[src/design/frd_sqrt_cell.sv]
// One digit-by-digit square root cell: decides result bit B.
// No package items are needed here.
module frd_sqrt_cell #(
  parameter int VW = 33,
  parameter int RW = 17,
  parameter int B  = 0,
  parameter int TW = 1
) (
  input  logic          clk,
  input  logic          rst,
  input  logic          en,
  input  logic          in_valid,
  input  logic [VW-1:0] in_rem,
  input  logic [RW-1:0] in_res,
  input  logic [TW-1:0] in_tag,
  output logic          out_valid,
  output logic [VW-1:0] out_rem,
  output logic [RW-1:0] out_res,
  output logic [TW-1:0] out_tag
);
  localparam int CW = VW + 2;

  logic [CW-1:0] trial;
  logic [CW-1:0] remx;
  logic [CW-1:0] diff;
  logic          ge;

  // (res + 2^B)^2 - res^2 = res*2^(B+1) + 2^(2B)
  assign trial = (CW'(in_res) << (B + 1)) + (CW'(1) << (2 * B));
  assign remx  = CW'(in_rem);
  assign ge    = remx >= trial;
  assign diff  = remx - trial;

  always_ff @(posedge clk) begin
    if (rst) begin
      out_valid <= 1'b0;
    end else if (en) begin
      out_valid <= in_valid;
    end
  end

  always_ff @(posedge clk) begin
    if (en) begin
      out_rem <= ge ? diff[VW-1:0] : in_rem;
      out_res <= in_res | (RW'(ge) << B);
      out_tag <= in_tag;
    end
  end

endmodule

[config.mk]
export PLATFORM = sky130hd
export DESIGN_NAME = frd_sqrt_cell
export DESIGN_NICKNAME = d
export VERILOG_FILES = /design/src/design/frd_sqrt_cell.sv
export SDC_FILE = /design/constraint.sdc
export NUM_CORES = 1
export LEC_CHECK = 0
export BUFFER_PORTS_ARGS = -buffer_cell sky130_fd_sc_hd__buf_4
export CORE_MARGIN = 1.5
export CORE_UTILIZATION = 36
export CTS_BUF_LIST = sky130_fd_sc_hd__clkbuf_2
export CTS_CLUSTER_DIAMETER = 200
export DETAILED_ROUTE_END_ITERATION = 8
export PLACE_DENSITY = 0.56
export SYNTH_ARGS = -nofsm -noshare
export SYNTH_HDL_FRONTEND = slang
export SYNTH_SLANG_ARGS = --single-unit
[constraint.sdc]
create_clock -name clk -period 5.62 [get_ports clk]
set_input_delay 0.843 -clock clk [delete_from_list [all_inputs] [get_ports clk]]
set_output_delay 0.843 -clock clk [all_outputs]
set_load 0.01 [all_outputs]
* Word level (Yosys, flattened, before mapping) *
Cells that the tools add are included.

word-level totals
  logic and storage cells = 9
  memories kept = 0
  input bits = 55
  memory bits (writable) = 0
  bits in read-only memories = 0
  bits in latches = 0
  register bits = 52
  output and inout port bits = 52

cells by class
  muxes and demuxes = 1
  $lt $le $gt $ge = 1
  shifts and indexed selects = 0
  multiply operators = 0
  reductions and logical operators = 0
  add/sub/neg operators = 2
  equal/unequal tests = 0
  divide/modulo/power cells = 0
  bitwise logic cells = 1

operators by type and width
  cell                   count
  $ge 33x19->1           1
  $mux 33                1
  $sub 33x19->33         1
  $add 18x1->19 const B  1
  $or 17x1->17           1

* Depth between registers and ports, before layout *
  depth in word-level cells = 3
  depth in mapped cells = 12
  mapped depth without buffers = 10

* Worst setup path after synthesis *
No wires, ideal clock.

  path kind = input port to flip-flop
  start point = in in_res[2]
  end point = reg out_rem[19], data pin
  cell stages on the path = 9
  arrival time = 2.864 ns
  data required time = 5.354 ns
  setup slack = 2.490 ns
  buffers on the path = 0
  setup time = 0.266 ns
  path through = inv_1 ha_1 a21o_1 a221o_1 nor2b_4 or3_4 a31o_4 nor4_4 xor2_1

on the way
  longest elaborated chain between the ends = 3
  elaborated cells between the ends (all ways) = 4
  classes of those cells = add/sub (2); order compare (1); mux (1)

ends and longest elaborated chain
  element                                         line    RTL
  from (decl)                                     14      input logic [RW-1:0] in_res,
  $add 18x1->19 (*)                               29      assign trial = (CW'(in_res) << (B + 1)) + (CW'(1) << (2 * B));
  $sub 33x19->33 or $ge 33x19->1 (tied branches)  32, 31
  $mux 33 (*)                                     44      out_rem <= ge ? diff[VW-1:0] : in_rem;
  to (signal assigned)                            44
  to (decl)                                       17      output logic [VW-1:0] out_rem,

Every way passes the cells marked *; elsewhere a longest branch is shown, timed or not.
A chain may end at the register's enable or synchronous reset.

* Worst setup path in the final report *
  start point = in in_rem[7]
  end point = reg out_rem[10], data pin

on the way
  longest elaborated chain between the ends = 2
  elaborated cells between the ends (all ways) = 3
  classes of those cells = add/sub (1); order compare (1); mux (1)

ends and longest elaborated chain
  element                                         line    RTL
  from (decl)                                     13      input logic [VW-1:0] in_rem,
  $sub 33x19->33 or $ge 33x19->1 (tied branches)  32, 31
  $mux 33 (*)                                     44

Marks and branches as above.

==> summary.txt <==
STA
  • Layout Skew: 0 ns
  • Final TNS setup: 0 ns
  • Post-route setup slack: approximately 2.4 ns
  • RSZ-0062 raised after global routing: false
  • Final Hold Fails: 0
  • Slew Limit Fails: 0
  • Slew HR: 35.4%
  • F_max: between 300 and 400 MHz
  • Slew @ Worst Pin: 0.966 ns
  • Final worst path period share: 58.2%
  • Tmin final: about 3.3 ns
  • Setup violators final: 0

Critical path
  • Worst Reg-to-Reg Cells: 2
  • Worst r2r dst: out_valid$_SDFFE_PP0P_
  • Worst Setup End Kind: flip-flop
  • Max FO, Critical Path: 42
  • Reg2reg setup slack: 5.01 ns
  • Crit path DAT: 3.52 ns
  • Crit-path cells: buf_4 -> ha_1 -> a21oi_1 -> a21boi_1 -> o21ai_1 -> a31oi_1 -> a21oi_4 -> mux2_1
  • Max stage delay on crit path: 0.81 ns
  • Crit path max-delay family: compound AO/OA/AOI/OAI gates
  • Buf/Inv on CP: 1
  • Critical R2R Launch: out_valid$_SDFFE_PP0P_
  • Worst EP required: 5.87 ns
  • CP max stage cell: a21oi_4
  • Worst setup SP type: input pin
  • Kind of critical path: in2reg

Synthesis
  • Ys flop type: edfxtp_1
  • Post-Syn Area: 0.00325 mm2
  • Syn. warnings: 0
  • Most frequent cell after synthesis: edfxtp_1
  • Synth Register Bits: 52
  • Yosys top cell area share: between 40% and 50%
  • Async SR Flop Fraction: 0%
  • Post-synth cell types: 52
  • Syn nets: 382
  • Cell taking the most area after synthesis: edfxtp_1
  • Syn Inst Count: 308
  • Post-synth EDFFs: 51
  • Largest cells by area after synthesis: edfxtp_1 47%, ha_1 6.9%, xor2_1 4.3%
  • Syn_area_per_cell: 10.5 um2
  • Sequential area share after synthesis: 47.8%
  • Synth cell count leaders: 51 x edfxtp_1, 33 x nand2_1, 21 x inv_1

Clock network
  • Post CTS Setup Buffer Count: 0
  • Worst-path clk slew: roughly 0.26 ns
  • # resized after CTS: 0
  • Clock sink count: 52
  • Hold Buf Count CTS: 0
  • CTS Buffer Depth: 2
  • Skew-Pair Late Insertion Delay: 0.44 ns
  • CTS HTree Levels: 2
  • TritonCTS clock tree: yes
  • Number of CTS-inserted buffers: 5
  • Clock root cell: clkbuf_2

Run status
  • Status: finished clean

Global route
  • Largest net degree at the start of global routing: 53
  • Initial antenna violation count: 0
  • Vias in the first global route: 2,576
  • First-pass GRT wire length: roughly 13,000 um
  • GRT Total Usage: between 10% and 20%
  • GRT overflow: 0

Floorplanning
  • Die Span X: ~98 um
  • Initial Util: 37.2%
  • Chip Height: 98.0 um
  • Row count: 34
  • Io pins: 107
  • Die ar.: about 0.0096 mm2
  • Core area: 0.00872 mm2

Min path
  • Hold Path Origin: rst
  • Worst Hold Depth: 2
  • Worst hold path type: in2reg
  • Hold endpoint: out_valid$_SDFFE_PP0P_

Pwr
  • Switch Pwr: roughly 0.27 mW
  • Clk pwr share: between 10% and 20%
  • Logic gate share of total power: between 30% and 40%
  • Power density cells: 219 mW/mm2
  • Internal power: 0.645 mW
  • Peak VDD IR: around 100 uV
  • Switch share: 29.7%
  • Sequential share of power: 53.3%
  • Leakage: between 1.5 and 2 nW

Layout
  • Post-route cell area: 0.00419 mm2
  • Final Net Count: around 490
  • Area growth syn-to-layout: 29.1%
  • Layout cells sized above 1: 30.2%
  • N_diodes: 0
  • Finished Layout Cells: about 520

Detailed routing
  • Routed WL: between 7000 and 8000 um
  • Via count: 2,655
  • Final routed DRC violation total: 0
  • Vias/cell: around 5.1
  • Drt pass-1 iters: 4
  • Post-route ant nets: 0
  • WL/cell: 14.6 um
  • DR iter-0 viols: 105

Job
  • Max_cap viols: 0

Place
  • Post-place setup slack: approximately 1.8 ns
  • # port buffers: 106
  • Placed cell area: 0.00415 mm2
  • RePlAce Congestion: 0.853
  • Post-DP HPWL: 5920 um
  • Placed Cells: 514
## kinds of logic (layout without fill, tap and decap cells)
kind of cell	Yosys count	count (layout)	synth area share (%)
multiplexers	3	3	1.12
AO/OA/AOI/OAI	68	68	12.8
buffers and inverters	29	135	3.47
AND/OR/NAND/NOR	108	108	19.4
adder cells (fa/ha/maj)	19	19	7.56
XOR/XNOR	29	29	7.83
flip-flops	52	52	47.8
## per-stage QoR
step / hold slack (ns) / util, % / power [mW]
after floorplan: 0.528 / - / 0.640
final: 0.507 / 48.0 / 0.917
after CTS: 0.497 / 48.0 / 0.930
after global routing: 0.483 / 48.0 / 0.968
after global placement: 0.475 / 47.6 / 0.773
after detailed placement: 0.502 / 47.6 / 0.775
## worst max-delay path by stage
stage                     slack (ns)  startpoint               endpoint  depth (start not counted)
after floorplan                 2.49   in_res[2]  out_rem[19]$_DFFE_PP_                          9
after global placement          1.88   in_rem[3]  out_rem[10]$_DFFE_PP_                          8
after detailed placement        1.85   in_rem[3]  out_rem[10]$_DFFE_PP_                          8
after CTS                       2.34   in_rem[7]  out_rem[32]$_DFFE_PP_                          9
after global routing            2.08   in_rem[7]  out_rem[32]$_DFFE_PP_                          9
final                           2.35   in_rem[7]  out_rem[10]$_DFFE_PP_                          8
## routing by layer
metal	vias up	track usage [%]	wire (um)
met5	-	0	0
met1	1240	21.8	3550
li1	1337	-	-
met2	73	26.7	3630
met3	5	3.15	381
met4	0	3.30	63
## area by class of cell
type | count | area, um2
well taps | 108 | 135
fillers | 852 | 4530
clock buffers | 7 | 35.0
multi-input cells | 227 | 1590
clock inverters | 1 | 3.75
repair buffers | 106 | 796
inverters | 21 | 78.8
flip-flops and latches | 52 | 1550
## registers in the layout (all words and copies together), names as in the netlist
name	cells
out_rem	33
out_valid	1
out_tag	1
out_res	17
## cell usage in the layout (no fill, tap or decap), types with 5 or more instances in the layout
cell type and instances:
nand3_1 6, xnor2_1 13, nor3_1 7, a21o_1 9, a21oi_1 18, ha_1 18
o21ai_0 9, buf_4 106, o21ai_1 16, nand2_1 33, clkbuf_2 7, nand3b_1 5
nand4b_1 5, inv_1 21, xor2_1 16, a31oi_1 5, edfxtp_1 51, nor2_1 18
## worst register-to-register path, stage by stage (launching register included)
cell and delay, ns:
dfxtp_1 0.37, mux2i_1 0.13, nor2_1 0.06
## power by group through the flow
stage | Combinational (mW) | Sequential, mW | Clock (mW)
3_5_place_dp | 0.277 | 0.498 | 0
5_1_grt | 0.304 | 0.494 | 0.170
6_report | 0.276 | 0.489 | 0.152
3_3_place_gp | 0.275 | 0.498 | 0
2_1_floorplan | 0.119 | 0.521 | 0
4_1_cts | 0.279 | 0.490 | 0.162
Note: power is estimated with default switching activity, not from simulation.
