### src/design/frd_div_cell.sv
// One restoring-division cell: a trial subtract of the shifted divisor.
// Depends on frd_pkg only by convention; no package items are needed here.
module frd_div_cell #(
  parameter int NW    = 41,
  parameter int DW    = 29,
  parameter int QW    = 20,
  parameter int SHIFT = 0,
  parameter int TW    = 1
) (
  input  logic          clk,
  input  logic          rst,
  input  logic          en,
  input  logic          in_valid,
  input  logic [NW-1:0] in_rem,
  input  logic [QW-1:0] in_quo,
  input  logic [DW-1:0] in_den,
  input  logic [TW-1:0] in_tag,
  output logic          out_valid,
  output logic [NW-1:0] out_rem,
  output logic [QW-1:0] out_quo,
  output logic [DW-1:0] out_den,
  output logic [TW-1:0] out_tag
);
  localparam int CW = ((NW > DW + SHIFT) ? NW : DW + SHIFT) + 1;

  logic [CW-1:0] dsh;
  logic [CW-1:0] diff;
  logic          ge;

  assign dsh  = CW'(in_den) << SHIFT;
  assign diff = CW'(in_rem) - dsh;
  assign ge   = ~diff[CW-1];

  always_ff @(posedge clk) begin
    if (rst) begin
      out_valid <= 1'b0;
    end else if (en) begin
      out_valid <= in_valid;
    end
  end

  always_ff @(posedge clk) begin
    if (en) begin
      out_rem <= ge ? diff[NW-1:0] : in_rem;
      out_quo <= in_quo | (QW'(ge) << SHIFT);
      out_den <= in_den;
      out_tag <= in_tag;
    end
  end

endmodule

### config.mk
export PLATFORM = sky130hd
export DESIGN_NAME = frd_div_cell
export DESIGN_NICKNAME = d
export VERILOG_FILES = /design/src/design/frd_div_cell.sv
export SDC_FILE = /design/constraint.sdc
export NUM_CORES = 1
export LEC_CHECK = 0
export BUFFER_PORTS_ARGS = -buffer_cell sky130_fd_sc_hd__buf_2
export CORE_UTILIZATION = 45
export CTS_CLUSTER_DIAMETER = 80
export DETAILED_ROUTE_END_ITERATION = 10
export GPL_TIMING_DRIVEN = 0
export MAX_ROUTING_LAYER = met4
export PLACE_DENSITY = 0.77
export SETUP_SLACK_MARGIN = 0.4
export SYNTH_ARGS = -nofsm -noshare
export SYNTH_HDL_FRONTEND = slang
export SYNTH_SLANG_ARGS = --single-unit
### constraint.sdc
create_clock -name clk -period 3.1 [get_ports clk]
set_input_delay 0.31 -clock clk [delete_from_list [all_inputs] [get_ports clk]]
set_output_delay 0.31 -clock clk [all_outputs]
set_load 0.05 [all_outputs]
======== After elaboration in Yosys (flattened, before gate mapping) ========
Cells that the tools add are included.
operators by class
  bitwise gates (word level) .............. 2
  shifts and indexed selects .............. 0
  add/sub/neg operators ................... 1
  equality and inequality tests ........... 0
  muxes and demuxes ....................... 1
  div/mod/pow operators ................... 0
  $mul .................................... 0
  magnitude comparators ................... 0
  reductions and logical operators ........ 0
operators by type and width
  cell              count
  $sub A41 B29 Y42  1
  $mux W41          1
  $or A20 B1 Y20    1
  $not A1 Y1        1
storage, ports and cells
  output and inout bits ................... 92
  input port bits ......................... 95
  memories kept ........................... 0
  ROM bits ................................ 0
  logic and storage cells ................. 9
  register bits ........................... 92
  latch bits .............................. 0
  RAM bits ................................ 0

======== Depth between registers and ports, before layout ========
Gate-level depths: netlist of run 1.
  depth in word-level cells ............... 3
  gate-level depth with buffers ........... 12
  depth with buffers taken out ............ 12

======== Worst setup path after synthesis of run 1 ========
Ideal clock, no wire load.
  kind .................................... input -> register
  start ................................... input port in_rem[0]
  end ..................................... register out_rem[34] (data pin)
  path buffers ............................ 0
  stages on the path ...................... 12
  arrival time ............................ 2.678 ns
  setup slack ............................. 0.164 ns
  library setup time ...................... 0.258 ns
  cell sequence ........................... inv_1 ha_1 inv_1 fa_1 a21o_1 a221o_1 a31oi_4 o311a_2 o211ai_2 a2111oi_4 nand2b_1 xnor2_1
between the ends
  word-level cells in the longest chain between the ends .. 2
RTL lines
  what                    RTL line  RTL
  start: declaration      14        input logic [NW-1:0] in_rem,
  $sub A41 B29 Y42        31        assign diff = CW'(in_rem) - dsh;
  $mux W41                44        out_rem <= ge ? diff[NW-1:0] : in_rem;
  end signal: assignment  44
  end: declaration        19        output logic [NW-1:0] out_rem,
No other way between the ends.
A chain may end at the register's enable or synchronous reset.

======== Worst setup path in the final report of run 1 ========
  start ................................... input port in_rem[0]
  end ..................................... register out_rem[36] (data pin)
The elaborated chain is that of the path after synthesis.

==> results of run 1 <==
[logic make-up after synthesis]
family,after synthesis,share of synthesized area [%]
adder cells (fa/ha/maj),30,7.52
buffers and inverters,53,4.23
flip-flops,92,54.1
multiplexers,5,1.03
AND/OR/NAND/NOR,114,10.7
AO/OA/AOI/OAI,126,16.4
XOR/XNOR,35,6.02
[metrics by stage]
step	util [%]	hold WS (ns)	setup WS [ns]	total power, W	cells
floorplan	-	0.382	0.370	0.00242	455
global placement	57.1	0.469	-0.108	0.00271	781
detailed placement	57.4	0.472	-0.100	0.00273	782
CTS	60.7	0.105	0.384	0.00385	803
global route	61.9	0.109	0.288	0.00402	810
finish	61.9	0.112	0.351	0.00385	810
[worst max path at each step]
stage | start | endpoint | slack (ns) | cells past startpoint
6_report | in_rem[0] | out_rem[36]$_DFFE_PP_ | 0.35 | 13
5_1_grt | in_rem[0] | out_rem[38]$_DFFE_PP_ | 0.29 | 13
4_1_cts | in_den[8] | out_rem[26]$_DFFE_PP_ | 0.38 | 11
3_5_place_dp | in_rem[0] | out_rem[26]$_DFFE_PP_ | -0.10 | 13
3_3_place_gp | in_rem[0] | out_rem[26]$_DFFE_PP_ | -0.11 | 13
2_1_floorplan | in_rem[0] | out_rem[36]$_DFFE_PP_ | 0.37 | 12
[metal layers]
layer | vias to the layer above | routed length (um) | global-route usage (%)
met2 | 134 | 6130 | 34.7
li1 | 2098 | - | -
met3 | 10 | 675 | 4.34
met1 | 2021 | 5650 | 28.2
met5 | - | 0 | -
met4 | 0 | 101 | 5.41
[state kept, by name (all words and copies together) (netlist names)]
name       count
out_tag        1
out_valid      1
out_quo       20
out_rem       41
out_den       29
[final cells by class]
| type | instances | area [um2] | share of cell area, % |
|---|---|---|---|
| clock inverter | 6 | 71.3 | 1.05 |
| tap | 140 | 175 | 2.59 |
| inverter | 37 | 151 | 2.24 |
| buffer | 16 | 90.1 | 1.33 |
| sequential | 92 | 2750 | 40.7 |
| timing repair buffer | 199 | 1060 | 15.7 |
| clock buffer | 10 | 229 | 3.39 |
| multi-input combinational | 310 | 2230 | 33.0 |
[critical path, cell delays in order]
cell       delay (ns)
buf_8            0.11
inv_12           0.04
ha_4             0.13
inv_2            0.03
fa_2             0.34
a21o_1           0.19
a221o_1          0.39
a31oi_4          0.27
o311a_4          0.23
o211ai_4         0.10
a2111oi_4        0.43
nand2_1          0.12
xnor2_1          0.15
[synth_stat cells (5+ instances only)]
cell      number
edfxtp_1      91
nand2_1       53
inv_1         37
a21oi_1       33
o21ai_0       32
ha_1          29
xnor2_1       23
nor2_1        16
a21o_1        15
xor2_1        12
clkbuf_1      11
nand4_1        9
nor3_1         6
a31oi_1        5
nand2b_1       5
o21ai_1        5
o21bai_1       5
o31ai_1        5
[what timing repair did]
item                                    in CTS  in global routing
endpoints found under the setup margin      12                 36
pin swaps                                    1                  7
resized for setup                            8                 24
hold buffers                                 0                  0
buffers inserted                             5                  7
[report_power, final]
part / total (W) / internal (W) / switching, W
sequential: 0.00156 / 0.00153 / 0.0000296
combinational: 0.00118 / 0.000340 / 0.000841
clock: 0.00111 / 0.000632 / 0.000481
==> flow_summary.ini, run 1 <==
[route]
detail-route-antenna-nets = 0
drt_wl_total_um = 12600
wire_per_inst_um = 15.5
first_pass_iters = 5
via_per_inst = 5.26
num_vias = 4263
drt_iter0_drc = 191
remaining_drc_errors = 0

[clock_tree]
cts_tree = done
insertion_delay_ns = 0.34
cts_num_sinks = 92
cts_root_buffer = clkbuf_16
clk_pin_slew_ns = 0.07
htreeDepth = 3
clockBufferDepth = 2
cts_buffers = 9

[global_routing]
grt_usage_pct = 21.6
antenna_found_initial = 0
grt_pass1_wl_um = 19000
grt-ovfl-total = 0
grt_max_degree = 54
grt_pass1_vias = 3962

[die]
coreArea_um2 = 10900
die_x_um = 108
initial_core_util_pct = 46.5
rows = 38
die_h_um = 108
io_pins = 187
die_area_um2 = 11700

[timing]
final-max-slew-violation-count = 0
finalClockSkew_ns = 0
fin_crit_ns = 2.75
finalSetupViolCount = 0
clock.fmax_ghz = 0.364
worst_pin_slew_ns = 0.537
maxSlewHeadroom_pct = 64.2
rsz0062_at_grt = true
final_hold_viol_count = 0
final.setup.tns_ns = 0
period_share_pct = 88.7

[setup_path]
reg2reg_depth = 2
worst-setup-path-type = input pin to flip-flop
critPathCaptureType = flip-flop
r2r_slack_ns = 2.51
cp.arrival_ns = 2.85
rr_startpoint = out_valid$_SDFFE_PP0P_
path_max_fanout = 5
required_ns = 3.20
cp-start-kind = input pin
r2r-end = out_valid$_SDFFE_PP0P_

[placement]
placed_cell_area_um2 = 6270
place.gp.congestion = 0.850
place_hpwl_um = 9460
portBuffers = 186

[synth]
synth-main-ff-cell = edfxtp_1
synthCells = 455
synth_top_cell_area_share_pct = 53.7
async_flop_share_pct = 0
synth_top_area_cell = edfxtp_1
avgSynthCellArea_um2 = 11.2
ys_top_cells_by_area = edfxtp_1 54%, ha_1 7.1%, xnor2_1 4.0%, nand2_1 3.9%, a21oi_1 3.2%
yosysUniqueCellTypes = 55
synth_seq_cells = 92
yosysWarnings = 0
synth_edf_count = 91
syn_nets = 580
synthesis.area_um2 = 5090
yosysSeqAreaShare_pct = 54.1

[layout]
fin_area_um2 = 6760
diodes = 0
final_common_cell = buf_2
drive_gt1_share_pct = 38.4
fin_nets = 790
syn_to_final_growth_pct = 32.9
fillers = 956
final_cell_mix = 185 x buf_2, 91 x edfxtp_1, 53 x nand2_1, 35 x inv_1, 31 x a21oi_1

[power_and_ir_drop]
powerDensity_nw_per_um2 = 570
peakVddDrop_mv = 0.260
p_leak_nw = 2.93

[hold_path]
min_path_type = input pin to flip-flop
holdPathStages = 2
hold_end = out_valid$_SDFFE_PP0P_
hold_start = rst

[run_status]
status = finished, final reports clean

[job]
cap_viol_max_count = 0
No activity file was read; power rests on OpenSTA's default activity.
==> inputs of run 2 (changes only) <==
--- a/config.mk
+++ b/config.mk
@@ -9,7 +9,6 @@
 export CORE_UTILIZATION = 45
 export CTS_CLUSTER_DIAMETER = 80
 export DETAILED_ROUTE_END_ITERATION = 10
-export GPL_TIMING_DRIVEN = 0
 export MAX_ROUTING_LAYER = met4
 export PLACE_DENSITY = 0.77
 export SETUP_SLACK_MARGIN = 0.4
==> run 2 against run 1 <==
Effect of this change:
- cell count fell by 1.5%
- sequential power barely moved
- wire length fell by 1.5%
- largest cell class unchanged
- highest routed layer unchanged
==> flow_summary.ini, run 2 (synthesis results as in run 1) <==
[layout]
largest_reg_flops = 41
reg_top3 = out_rem (41), out_den (29), out_quo (20)
diodes = 0
final_cell_mix = 184 x buf_2, 91 x edfxtp_1, 53 x nand2_1, 35 x inv_1, 33 x a21oi_1
drive_gt1_share_pct = 37.1
fin_nets = 778
syn_to_final_growth_pct = 31.6
final_common_cell = buf_2
final_util_pct = 61.3
regMostFlops = out_rem

[power_and_ir_drop]
finalPower_w = 0.00395
power_switching_w = 0.00136
clkPwrFrac_pct = 30.6
peakVddDrop_mv = 0.366
powerDensity_nw_per_um2 = 590
p_int_w = 0.00259
switching_share_pct = 34.4
pwr-share-seq_pct = 39.5
pwr-share-comb_pct = 29.8
p_leak_nw = 2.90

[placement]
place.gp.congestion = 0.883
portBuffers = 186
place_hpwl_um = 9450

[global_routing]
grt_pass1_vias = 4029
grtUsageMet1_pct = 27.5
antenna_found_initial = 0
grt.busiest_layer = met2
gr-usage-met3_pct = 5.24
grt-ovfl-total = 0
grt_pass1_wl_um = 19000
grt_usage_pct = 21.6
use_met2_pct = 34.5
grt_max_degree = 54

[timing]
period_share_pct = 84.6
clock.fmax_ghz = 0.381
maxSlewHeadroom_pct = 55.6
final_hold_viol_count = 0
finalClockSkew_ns = 0
final.setup.tns_ns = 0
worst_pin_slew_ns = 0.666
finalSetupViolCount = 0
rsz0062_at_grt = true
fin_crit_ns = 2.62
final-max-slew-violation-count = 0

[clock_tree]
cts_tree = done
clk_pin_slew_ns = 0.07
clockBufferDepth = 2
cts_hold_buf = 0
cts_root_buffer = clkbuf_16
htreeDepth = 3
cts_num_sinks = 92
insertion_delay_ns = 0.34
cts_buffers = 9

[setup_path]
path_max_fanout = 5
critPathCaptureType = flip-flop
cp_cell_sequence = buf_8 > inv_12 > ha_4 > inv_2 > fa_2 > a21o_1 > a221o_1 > a31oi_4 > o311a_4 > o211ai_4 > a2111oi_4 > nand2_1 > xnor2_1
cp-start-kind = input pin
worst-path-buf-inv = 3
critPathSlowestCell = a2111oi_4
cpLargestDelayFamily = compound AO/OA/AOI/OAI gates
crit_path_max_incr_delay_ns = 0.41
required_ns = 3.20
cp.arrival_ns = 2.72
worst-setup-path-type = input pin to flip-flop

[run_status]
status = finished, final reports clean

[die]
io_pins = 187
coreArea_um2 = 10900
die_x_um = 108
rows = 38
die_area_um2 = 11700
die_h_um = 108
initial_core_util_pct = 46.5

[route]
remaining_drc_errors = 0
via_per_inst = 5.25
detail-route-antenna-nets = 0
first_pass_iters = 6
num_vias = 4187
drt_wl_total_um = 12400
wire_per_inst_um = 15.5
drt_iter0_drc = 247

[hold_path]
min_path_type = input pin to flip-flop

[job]
cap_viol_max_count = 0
[run 2: cell count changes in the layout (fill, tap and decap cells not counted), sizes merged]
cell    change
buf         -1
bufinv      +1
clkbuf     -12
clkinv      -1
inv         +1
[run 2: path summary, 6_finish.rpt]
check / start / to / slack [ns] / cells after the start
hold reg to reg: out_valid$_SDFFE_PP0P_ / out_valid$_SDFFE_PP0P_ / 0.53 / 2
setup reg to reg: out_valid$_SDFFE_PP0P_ / out_valid$_SDFFE_PP0P_ / 2.48 / 2
setup / recovery: in_rem[0] / out_rem[40]$_DFFE_PP_ / 0.48 / 13
hold / removal: rst / out_valid$_SDFFE_PP0P_ / 0.12 / 2
[run 2: area by class of cell]
cell class / count / area (um2)
Multi-Input combinational cell: 310 / 2190
Sequential cell: 92 / 2750
Tap cell: 140 / 175
Fill cell: 927 / 4240
Timing Repair Buffer: 203 / 1100
Clock buffer: 9 / 225
Clock inverter: 7 / 106
Inverter: 37 / 151
[run 2: per-stage QoR]
step | cell area [um2] | hold WS (ns) | instances | setup WS, ns
2_1_floorplan | 5140 | 0.382 | 455 | 0.370
3_3_place_gp | 6290 | 0.468 | 778 | 0.0613
3_5_place_dp | 6290 | 0.473 | 778 | -0.00135
4_1_cts | 6640 | 0.112 | 796 | 0.397
5_1_grt | 6700 | 0.115 | 798 | 0.350
6_report | 6700 | 0.119 | 798 | 0.479
[run 2: power groups by stage]
stage	clock, W	sequential [W]	combinational (W)
6_report	0.00121	0.00156	0.00118
5_1_grt	0.00128	0.00157	0.00126
4_1_cts	0.00123	0.00156	0.00117
3_5_place_dp	0	0.00159	0.00116
3_3_place_gp	0	0.00159	0.00115
2_1_floorplan	0	0.00206	0.000360
[run 2: per-layer routing]
layer,up-vias,routed length (um)
li1,2079,-
met1,1948,5450
met2,151,5960
met3,9,840
met4,0,137
met5,-,0
[run 2: repair_timing]
action,CTS,global route
cloned,0,0
gates resized for setup,0,14
pin swaps,4,2
endpoints found under the setup margin,6,15
setup buffers,2,2
