--- src/design/frd_pkg.sv ---
// Shared constants, register codes and table functions for the fisheye ray core.
// No dependencies; the CORDIC cell, the top level, the checker and the testbench import this package.
package frd_pkg;

  localparam int PADDR_W     = 6;
  localparam int PDATA_W     = 64;
  localparam int IN_TDATA_W  = 48;
  localparam int OUT_TDATA_W = 72;

  // Register codes, taken from paddr[5:3]
  localparam logic [2:0] REG_MAX_HALF_ANGLE = 3'd0;
  localparam logic [2:0] REG_HORIZ_RES      = 3'd1;
  localparam logic [2:0] REG_VERT_RES       = 3'd2;
  localparam logic [2:0] REG_PIXEL_SIZE     = 3'd3;
  localparam logic [2:0] REG_BASIS_U        = 3'd4;
  localparam logic [2:0] REG_BASIS_V        = 3'd5;
  localparam logic [2:0] REG_BASIS_W        = 3'd6;

  // Angles in Q.23 degrees
  localparam logic [32:0] DEG360 = 33'd3019898880;
  localparam logic [31:0] DEG180 = 32'd1509949440;
  localparam logic [31:0] DEG90  = 32'd754974720;

  // Degrees to radians, a Q.39 constant for a Q.30 result, split for two narrow partial products
  localparam logic [33:0] RAD_MUL = 34'd9595049034;
  localparam logic [16:0] RAD_LO  = RAD_MUL[16:0];
  localparam logic [16:0] RAD_HI  = RAD_MUL[33:17];

  localparam int CORDIC_W = 33;
  localparam int ATAN_LEN = 24;
  localparam logic signed [CORDIC_W-1:0] CORDIC_GAIN = 33'sd652032874;

  function automatic logic [29:0] atan_q30(input int unsigned idx);
    case (idx)
      0:  atan_q30 = 30'd843314857;
      1:  atan_q30 = 30'd497837829;
      2:  atan_q30 = 30'd263043837;
      3:  atan_q30 = 30'd133525159;
      4:  atan_q30 = 30'd67021687;
      5:  atan_q30 = 30'd33543516;
      6:  atan_q30 = 30'd16775851;
      7:  atan_q30 = 30'd8388437;
      8:  atan_q30 = 30'd4194283;
      9:  atan_q30 = 30'd2097149;
      10: atan_q30 = 30'd1048575;
      11: atan_q30 = 30'd524288;
      12: atan_q30 = 30'd262144;
      13: atan_q30 = 30'd131072;
      14: atan_q30 = 30'd65536;
      15: atan_q30 = 30'd32768;
      16: atan_q30 = 30'd16384;
      17: atan_q30 = 30'd8192;
      18: atan_q30 = 30'd4096;
      19: atan_q30 = 30'd2048;
      20: atan_q30 = 30'd1024;
      21: atan_q30 = 30'd512;
      22: atan_q30 = 30'd256;
      23: atan_q30 = 30'd128;
      default: atan_q30 = 30'd0;
    endcase
  endfunction

  function automatic logic signed [15:0] sat16(input logic signed [22:0] v);
    if (v > 23'sd32767) begin
      sat16 = 16'sh7fff;
    end else if (v < -23'sd32768) begin
      sat16 = 16'sh8000;
    end else begin
      sat16 = v[15:0];
    end
  endfunction

endpackage

--- src/design/frd_cordic_cell.sv ---
// One rotation-mode CORDIC micro-rotation by atan(2^-I).
// Depends on frd_pkg for the angle table and the datapath width.
module frd_cordic_cell #(
  parameter int I  = 0,
  parameter int TW = 1
) (
  input  logic                                  clk,
  input  logic                                  rst,
  input  logic                                  en,
  input  logic                                  in_valid,
  input  logic signed [frd_pkg::CORDIC_W-1:0]   in_x,
  input  logic signed [frd_pkg::CORDIC_W-1:0]   in_y,
  input  logic signed [frd_pkg::CORDIC_W-1:0]   in_z,
  input  logic [TW-1:0]                         in_tag,
  output logic                                  out_valid,
  output logic signed [frd_pkg::CORDIC_W-1:0]   out_x,
  output logic signed [frd_pkg::CORDIC_W-1:0]   out_y,
  output logic signed [frd_pkg::CORDIC_W-1:0]   out_z,
  output logic [TW-1:0]                         out_tag
);
  import frd_pkg::*;

  logic signed [CORDIC_W-1:0] at;
  logic signed [CORDIC_W-1:0] xs;
  logic signed [CORDIC_W-1:0] ys;

  assign at = signed'(CORDIC_W'(atan_q30(I)));
  assign xs = in_x >>> I;
  assign ys = in_y >>> I;

  always_ff @(posedge clk) begin
    if (rst) begin
      out_valid <= 1'b0;
    end else if (en) begin
      out_valid <= in_valid;
    end
  end

  always_ff @(posedge clk) begin
    if (en) begin
      if (!in_z[CORDIC_W-1]) begin
        out_x <= in_x - ys;
        out_y <= in_y + xs;
        out_z <= in_z - at;
      end else begin
        out_x <= in_x + ys;
        out_y <= in_y - xs;
        out_z <= in_z + at;
      end
      out_tag <= in_tag;
    end
  end

endmodule

--- config.mk ---
export PLATFORM = sky130hd
export DESIGN_NAME = frd_cordic_cell
export DESIGN_NICKNAME = d
export VERILOG_FILES = /design/src/design/frd_pkg.sv /design/src/design/frd_cordic_cell.sv
export SDC_FILE = /design/constraint.sdc
export NUM_CORES = 1
export LEC_CHECK = 0
export BUFFER_PORTS_ARGS = -buffer_cell sky130_fd_sc_hd__buf_2
export CAP_MARGIN = 20
export CELL_PAD_IN_SITES_DETAIL_PLACEMENT = 1
export CELL_PAD_IN_SITES_GLOBAL_PLACEMENT = 2
export CORE_ASPECT_RATIO = 0.7
export CORE_MARGIN = 4
export CORE_UTILIZATION = 31
export CTS_BUF_LIST = sky130_fd_sc_hd__clkbuf_4 sky130_fd_sc_hd__clkbuf_8 sky130_fd_sc_hd__clkbuf_16
export DETAILED_ROUTE_END_ITERATION = 8
export PLACE_DENSITY = 0.83
export RECOVER_POWER = 25
export SETUP_SLACK_MARGIN = 0.05
export SLEW_MARGIN = 10
export SYNTH_ARGS = -nofsm -noshare
export SYNTH_HDL_FRONTEND = slang
export SYNTH_SLANG_ARGS = --single-unit
--- constraint.sdc ---
create_clock -name clk -period 3.23 [get_ports clk]
set_clock_uncertainty 0.1 [all_clocks]
set_input_delay 0.323 -clock clk [delete_from_list [all_inputs] [get_ports clk]]
set_output_delay 0.323 -clock clk [all_outputs]
set_load 0.03 [all_outputs]
-- Word level (Yosys, flattened, before mapping)
Cells that the tools add are included.
- bits in read-only memories: 0
- bits in latches: 0
- memories kept: 0
- output and inout bits: 101
- memory bits (writable): 0
- register bits after elaboration: 101
- input bits: 104
- reductions and logical operators: 0
- equality and inequality tests: 0
- div/mod/pow operators: 0
- $lt $le $gt $ge: 0
- $add $sub $neg: 5
- multiply operators: 0
- mux-type cells: 3
- shifts and indexed selects: 0
- bitwise logic cells: 0
- operators by type and width (kind ; number):
    2-to-1 mux 33 bit ; 3
    subtractor 33 bit ; 2
    adder 33 x 31 -> 33 bit (second input constant) ; 1
    adder 33 bit ; 1
    subtractor 33 x 31 -> 33 bit (second input constant) ; 1

-- Longest topological paths before layout
Gate-level depths: netlist of the first run.
- depth in word-level cells: 2
- depth in mapped cells: 13
- gate-level depth less buffers: 12

-- Worst setup path after synthesis of the first run
OpenSTA, ideal clock, no wires.
- path type: input to register
- start point: input in_z[32] in the netlist's numbering
- end point: register out_z[31] in the netlist's numbering (data pin)
- library setup time: 269 ps
- required time: 2861 ps
- path slack: -30 ps
- stages: 13
- arrival: 2891 ps
- buffers on the path: 2
- cells stage by stage: clkbuf_1 > inv_1 > buf_2 > ha_1 > a21o_1 > a21o_1 > a21oi_1 > a311oi_2 > a311oi_1 > o21bai_1 > a311oi_2 > o31ai_1 > xor2_1
- cells in the longest elaborated chain, start to end: 1
- ends and longest elaborated chain (element ; line ; source):
    from (decl) ; frd_cordic_cell.sv:13 ; input logic signed [frd_pkg::CORDIC_W-1:0] in_z,
    2-to-1 mux 33 bit ; frd_cordic_cell.sv:41 ; if (!in_z[CORDIC_W-1]) begin
    to (signal assigned) ; frd_cordic_cell.sv:44 ; out_z <= in_z - at;
    to (signal assigned) ; frd_cordic_cell.sv:48 ; out_z <= in_z + at;
    to (decl) ; frd_cordic_cell.sv:18 ; output logic signed [frd_pkg::CORDIC_W-1:0] out_z,
Every way passes these cells.
A chain may end at the register's enable or synchronous reset.

-- Worst setup path after layout of the first run
- start point: input in_z[32] in the netlist's numbering
- end point: register out_z[30] in the netlist's numbering (data pin)
The elaborated chain is that of the path after synthesis.

==> metrics.md, run 1 <==
| Metric | Value |
|---|---|
| Status | finished with violations |
| Failing checks | capacitance limit, slew limit |
| Die Ht | 159.0 um |
| Cell count after synthesis | around 1100 |
| Mean Syn Cell Area | a little under 9 um2 |
| Reg clk slew, reported paths | roughly 80 ps |
| First-pass GRT wire length | between 50 and 60 mm |
| Drt pass-1 iters | 5 |
| CTS buffer count | 9 |
| Post-DP Area | around 13000 um2 |
| Dpl cells | approximately 1900 |
| DRT antenna net count | 0 |
| Leakage power | around 6 nW |
| CTS max path bufs | 2 |
| HP Class | input pin to flop |
| Startpoint types | input pin |
| Fin. Hold Viols | 0 |
| FFs w/ async S/R, synth | 0% |
| Pre-CTS setup slack | -450.6 ps |
| Gr usage total | a little over a fifth |
| DRC Markers | 0 |
| F_max | between 300 and 400 MHz |
| Final Wtd Congestion | about 0.9 |
| Design area | 13010 um2 |
| Pin count of the biggest net entering global routing | between 80 and 90 |
| Post-synth EDFFs | 99 |
| Worst Setup End Kind | flop |
| Initial antenna violation count | 5 |
| RSZ-0062 raised after global routing | no |
| CTS tree | done |
| Worst skew pair latency | between 300 and 400 ps |
| Finished Core Util | between 40% and 50% |
| Die area | roughly 36000 um2 |
| Maxcap violations | 1 |
| Final Setup Violations | 0 |
| IO Port Bufs | 204 |
| Crit share post-route | a little over nine tenths |
| PwrDens | roughly 430 nW/um2 |
| Slew Viols, Final | 43 |
| Remaining global-route overflow | 0 |
| Vias in the first global route | around 10000 |
| Clock sinks | 100 |
| Post-DP HPWL | ~32 mm |
| #FFs+latches synth | 100 |
| Worst Setup Path Type | input pin to flop |
| Routed length per instance | a little over 20 um |
| Initial Utilization | a little under a third |
| Ys Warns | 0 |
| Top Ports | 205 |
| Non-Filler Instances | approximately 1900 |
| Synth cell types | 84 |
| Crit path required time | 3250 ps |
| Routed WL | slightly below 40 mm |
| Post-Syn Area | 10100 um2 |
| Commonest cells after routing, fill and taps aside | 198 x buf_2, 155 x buf_4, 130 x a21oi_1, 127 x ha_1, 108 x inv_1 |
| Via Count | 10085 |
| VDD IR max | between 200 and 250 uV |
| CTS root buf | clkbuf_16 |
| Synthesized Nets | between 1000 and 1500 |
| Placement Rows | 54 |
| Worst path arrival time | 3120 ps |
| Die Width | between 200 and 250 um |
| PnR worst setup slack | around 140 ps |
| Vias per inst | 5.300 |
| Iter 0 DRT Violations | approximately 720 |
| Core ar. | about 32000 um2 |
| Worst Max-Slew Pin Slew | between 2000 and 3000 ps |
| Setup TNS | 0 ps |
| Min cycle time layout | ~3100 ps |
| Commonest non-fill, non-tap cell in the layout | buf_2 |
| Post-synth top flop | edfxtp_1 |
| CTS H-Tree Depth | 3 |
| Relative slew slack | -86.44% |
| Nets | 1709 |
| Fraction of the yosys area taken by sequential cells | roughly 30% |
| CP max FO | 14 |
| Share of layout cells above drive strength 1 | about 28% |
| Synth-to-layout area growth | 28.75% |
where the power goes:
| group | switching [W] | internal (W) | total [W] |
|---|---|---|---|
| clock network | 0.000596 | 0.000537 | 0.00113 |
| registers | 0.0000677 | 0.00172 | 0.00179 |
| logic | 0.00165 | 0.000980 | 0.00263 |
| total | 0.00232 | 0.00324 | 0.00555 |
area by class of cell:
type,count,area (um2)
inverter,113,424.2
sequential,100,2993
tap,420,525.5
clock buffer,9,225.2
timing repair buffer,364,2248
clock inverter,7,58.81
antenna,4,10.01
fill,3849,18610
multi-input combinational,886,6521
routing by layer:
layer | up-vias | GRT usage, % | part of all wire, %
met3 | 28 | 4.386 | 6.0
met4 | 2 | 4.004 | 1.2
met1 | 4958 | 31.12 | 49
met2 | 307 | 32.05 | 44
li1 | 4790 | - | -
met5 | - | 0 | 0.021
repair_timing:
action                     CTS  global route
hold endpoints to repair     1             1
gates cloned                 0             0
setup endpoints to repair    1             9
resized for setup            1             6
setup buffers                0             0
hold buffers                 1             1
cell usage after synthesis, types with 6 or more instances:
cell type | instances | area [um2]
clkbuf_1 | 24 | 90.09
ha_1 | 127 | 1589
mux2i_1 | 14 | 140.1
or2_2 | 6 | 37.54
nor2b_1 | 19 | 118.9
nor2_1 | 96 | 360.4
o21bai_1 | 24 | 180.2
o21ai_1 | 11 | 55.05
nor4_1 | 9 | 56.30
xor2_1 | 24 | 210.2
buf_2 | 10 | 50.05
a21o_1 | 36 | 270.3
inv_1 | 108 | 405.4
nand2_1 | 53 | 198.9
a211oi_1 | 19 | 142.6
xnor2_1 | 67 | 586.8
and2_1 | 12 | 75.07
o21ai_0 | 61 | 305.3
and3_1 | 6 | 37.54
o21a_1 | 9 | 67.56
nand4_1 | 9 | 56.30
nand3_1 | 13 | 65.06
o31ai_1 | 12 | 90.09
buf_1 | 7 | 26.28
a21oi_1 | 130 | 650.6
nor3_1 | 16 | 80.08
a31oi_1 | 11 | 68.82
edfxtp_1 | 99 | 2973
nand2b_1 | 7 | 43.79
worst max-delay path: stages:
cell and delay (ps):
buf_4 130, buf_4 200, ha_1 360, a21oi_1 220, o21ai_1 150, a221oi_1 330
o21ai_1 130, a211oi_1 400, a31oi_1 180, o21a_1 230, o41ai_2 340, xnor2_1 120
final timing paths:
kind | from | endpoint | depth (start not counted) | slack (ps)
min reg2reg | out_valid | out_valid | 2 | 400
min | in_valid | out_valid | 3 | 90
max | in_z[32] | out_z[30] | 12 | 140
max reg2reg | out_valid | out_valid | 2 | 2540
sequential cells by signal, summed over array words and instances, names as in the netlist:
| register | cells |
|---|---|
| out_tag | 1 |
| out_x | 32 |
| out_valid | 1 |
| out_y | 33 |
| out_z | 33 |
kinds of logic (layout without fill, tap and decap cells):
| logic type | after synthesis | in the layout | synth area share (%) |
|---|---|---|---|
| other cells | 0 | 4 | 0 |
| fa+ha+maj | 131 | 131 | 16.52 |
| mux | 14 | 14 | 1.387 |
| xor+xnor | 91 | 91 | 7.889 |
| simple gates | 267 | 267 | 12.89 |
| buf+inv | 159 | 493 | 6.292 |
| flops | 100 | 100 | 29.63 |
| compound gates | 383 | 383 | 25.39 |
per-stage QoR:
| stage | hold WS (ps) | power (W) |
|---|---|---|
| 4_1_cts | 5.451 | 0.005582 |
| 3_3_place_gp | 369.3 | 0.004368 |
| 6_report | 85.73 | 0.005554 |
| 2_1_floorplan | 295.4 | 0.003384 |
| 3_5_place_dp | 383.1 | 0.004420 |
| 5_1_grt | 73.63 | 0.005876 |
Power figures use the tool's default switching activity.
==> inputs of run 2 (changes only) <==
--- a/config.mk
+++ b/config.mk
@@ -5,15 +5,15 @@
 export SDC_FILE = /design/constraint.sdc
 export NUM_CORES = 1
 export LEC_CHECK = 0
-export BUFFER_PORTS_ARGS = -buffer_cell sky130_fd_sc_hd__buf_2
 export CAP_MARGIN = 20
 export CELL_PAD_IN_SITES_DETAIL_PLACEMENT = 1
 export CELL_PAD_IN_SITES_GLOBAL_PLACEMENT = 2
 export CORE_ASPECT_RATIO = 0.7
 export CORE_MARGIN = 4
-export CORE_UTILIZATION = 31
+export CORE_UTILIZATION = 36
 export CTS_BUF_LIST = sky130_fd_sc_hd__clkbuf_4 sky130_fd_sc_hd__clkbuf_8 sky130_fd_sc_hd__clkbuf_16
 export DETAILED_ROUTE_END_ITERATION = 8
+export DONT_BUFFER_PORTS = 1
 export PLACE_DENSITY = 0.83
 export RECOVER_POWER = 25
 export SETUP_SLACK_MARGIN = 0.05
==> run 2 against run 1 <==
  * The run still ends with capacitance limit, slew limit left
  * Worst hold slack lost 38 ps
  * Routed wire length down 7.1%
  * Sequential power rose by 27%
  * Non-clock buffer count is 262 lower
  * Critical path depth is 1 higher
  * Utilization is 1.0 points higher
  * Final cell count fell by 17%
  * Critical path type unchanged
==> metrics.md, run 2 (same netlist as run 1, synthesis figures left out) <==
| Metric | Value |
|---|---|
| Reg clk slew, reported paths | roughly 80 ps |
| Vias in the first global route | approximately 9200 |
| First-pass GRT wire length | ~56 mm |
| Die area | roughly 31000 um2 |
| Antenna cells | 0 |
| Non-Filler Instances | ~1600 |
| VDD IR max | between 200 and 250 uV |
| Placement Rows | 50 |
| Die Width | 208.2 um |
| Final Wtd Congestion | between 0.9 and 1 |
| Final Setup Violations | 0 |
| Dpl cells | between 1500 and 2000 |
| Maxcap violations | 2 |
| Worst Setup Path Type | input pin to flop |
| Multi-input logic area | between 6000 and 7000 um2 |
| Remaining global-route overflow | 0 |
| CTS root buf | clkbuf_16 |
| CTS max path bufs | 2 |
| F_max | 334.3 MHz |
| Crit share post-route | roughly 90% |
| Setup TNS | 0 ps |
| Final Power | slightly above 0.005 W |
| Routed WL | 36.25 mm |
| RSZ-0062 raised after global routing | no |
| Share of layout cells above drive strength 1 | about 12% |
| CTS buffer count | 9 |
| IO Port Bufs | 0 |
| Worst skew pair latency | approximately 370 ps |
| Gr usage total | between 20% and 30% |
| Status | finished with violations |
| Pin count of the biggest net entering global routing | between 100 and 150 |
| Fin. Hold Viols | 0 |
| Nets | about 1400 |
| Fin Hold WS | 47.98 ps |
| Relative slew slack | -39.59% |
| Core ar. | between 20000 and 30000 um2 |
| Post-DP HPWL | 29.05 mm |
| Worst Setup End Kind | flop |
| Leakage power | 4.909 nW |
| Min cycle time layout | between 2000 and 3000 ps |
| Worst path arrival time | around 3000 ps |
| Vias per inst | 5.727 |
| CP max FO | 5 |
| Synth-to-layout area growth | 13.23% |
| CTS H-Tree Depth | 3 |
| Drt pass-1 iters | 5 |
| Setup bufs post-CTS | 0 |
| Startpoint types | input pin |
| Clock sinks | 100 |
| PwrDens | between 400 and 500 nW/um2 |
| Crit path required time | between 3000 and 4000 ps |
| Commonest cells after routing, fill and taps aside | 130 x a21oi_1, 127 x ha_1, 107 x inv_1, 99 x edfxtp_1, 97 x buf_4 |
| Worst Max-Slew Pin Slew | between 2000 and 2500 ps |
| Via Count | 9055 |
| DRT antenna net count | 0 |
| DRC Markers | 0 |
| Fillers | roughly 3200 |
| Initial antenna violation count | 0 |
| Commonest non-fill, non-tap cell in the layout | a21oi_1 |
| Routed length per instance | between 20 and 25 um |
| Finished Core Util | approximately 42% |
| Die Ht | approximately 150 um |
| FF+latch area | roughly 3000 um2 |
| HP Class | input pin to flop |
| Iter 0 DRT Violations | about 680 |
| Initial Utilization | ~37% |
| Top flop regs | out_y x33, out_z x33, out_x x32 |
| Slew Viols, Final | ~100 |
| Failing checks | capacitance limit, slew limit |
| CTS tree | done |
| Top Ports | 205 |
## run 2: cell types whose count changed in the layout (fill, tap and decap cells not counted), moves of 2 or more
cell	delta
clkbuf_4	-2
buf_4	-58
a2111oi_2	+2
clkinv_8	+2
diode_2	-4
clkbuf_1	-3
buf_2	-198
## run 2: where the power goes
part           internal [W]  switching [W]
clock              0.000552       0.000603
sequential          0.00174       0.000539
combinational      0.000724        0.00102
total               0.00302        0.00216
## run 2: through the flow
step	worst slack, ps	cell area, um2
5_1_grt	105.4	11440
2_1_floorplan	68.89	10100
3_5_place_dp	-201.1	11090
6_report	239.0	11440
4_1_cts	175.3	11470
3_3_place_gp	-137.6	11090
## run 2: what timing repair did
| item | CTS | global route |
|---|---|---|
| setup endpoints to repair | 0 | 3 |
| hold endpoints to repair | 67 | 0 |
| resized for setup | 0 | 3 |
| hold buffers | 4 | 0 |
## run 2: path summary, 6_finish.rpt
check	startpoint	end	slack, ps	depth (start not counted)
max	in_x[1]	out_y[29]	240	13
max reg2reg	out_valid	out_valid	2300	2
min	in_valid	out_valid	50	2
min reg2reg	out_valid	out_valid	610	2
## run 2: area by class of cell
| class | count | area share [%] |
|---|---|---|
| inverters | 113 | 3.708 |
| repair buffers | 102 | 6.793 |
| clock inverters | 7 | 0.6891 |
| flip-flops and latches | 100 | 26.16 |
| clock buffers | 9 | 1.969 |
| well taps | 364 | 3.982 |
| multi-input cells | 886 | 56.69 |
## run 2: worst max-delay path, cell delays in order
cell      delay [ps]
inv_1             40
ha_1             330
nor2b_1          220
o21ai_0          140
a21boi_1         300
o41ai_2          120
buf_4            150
o21ai_1          300
a31oi_1          200
buf_4            210
o311ai_1         420
o21ai_2          110
xnor2_1          140
## run 2: layer usage
metal	up-vias	wire length (um)	GRT usage, %
li1	4259	-	-
met1	4463	17700	34.63
met2	305	14960	33.05
met3	26	3196	6.599
met4	2	342	3.085
met5	-	42	1.097
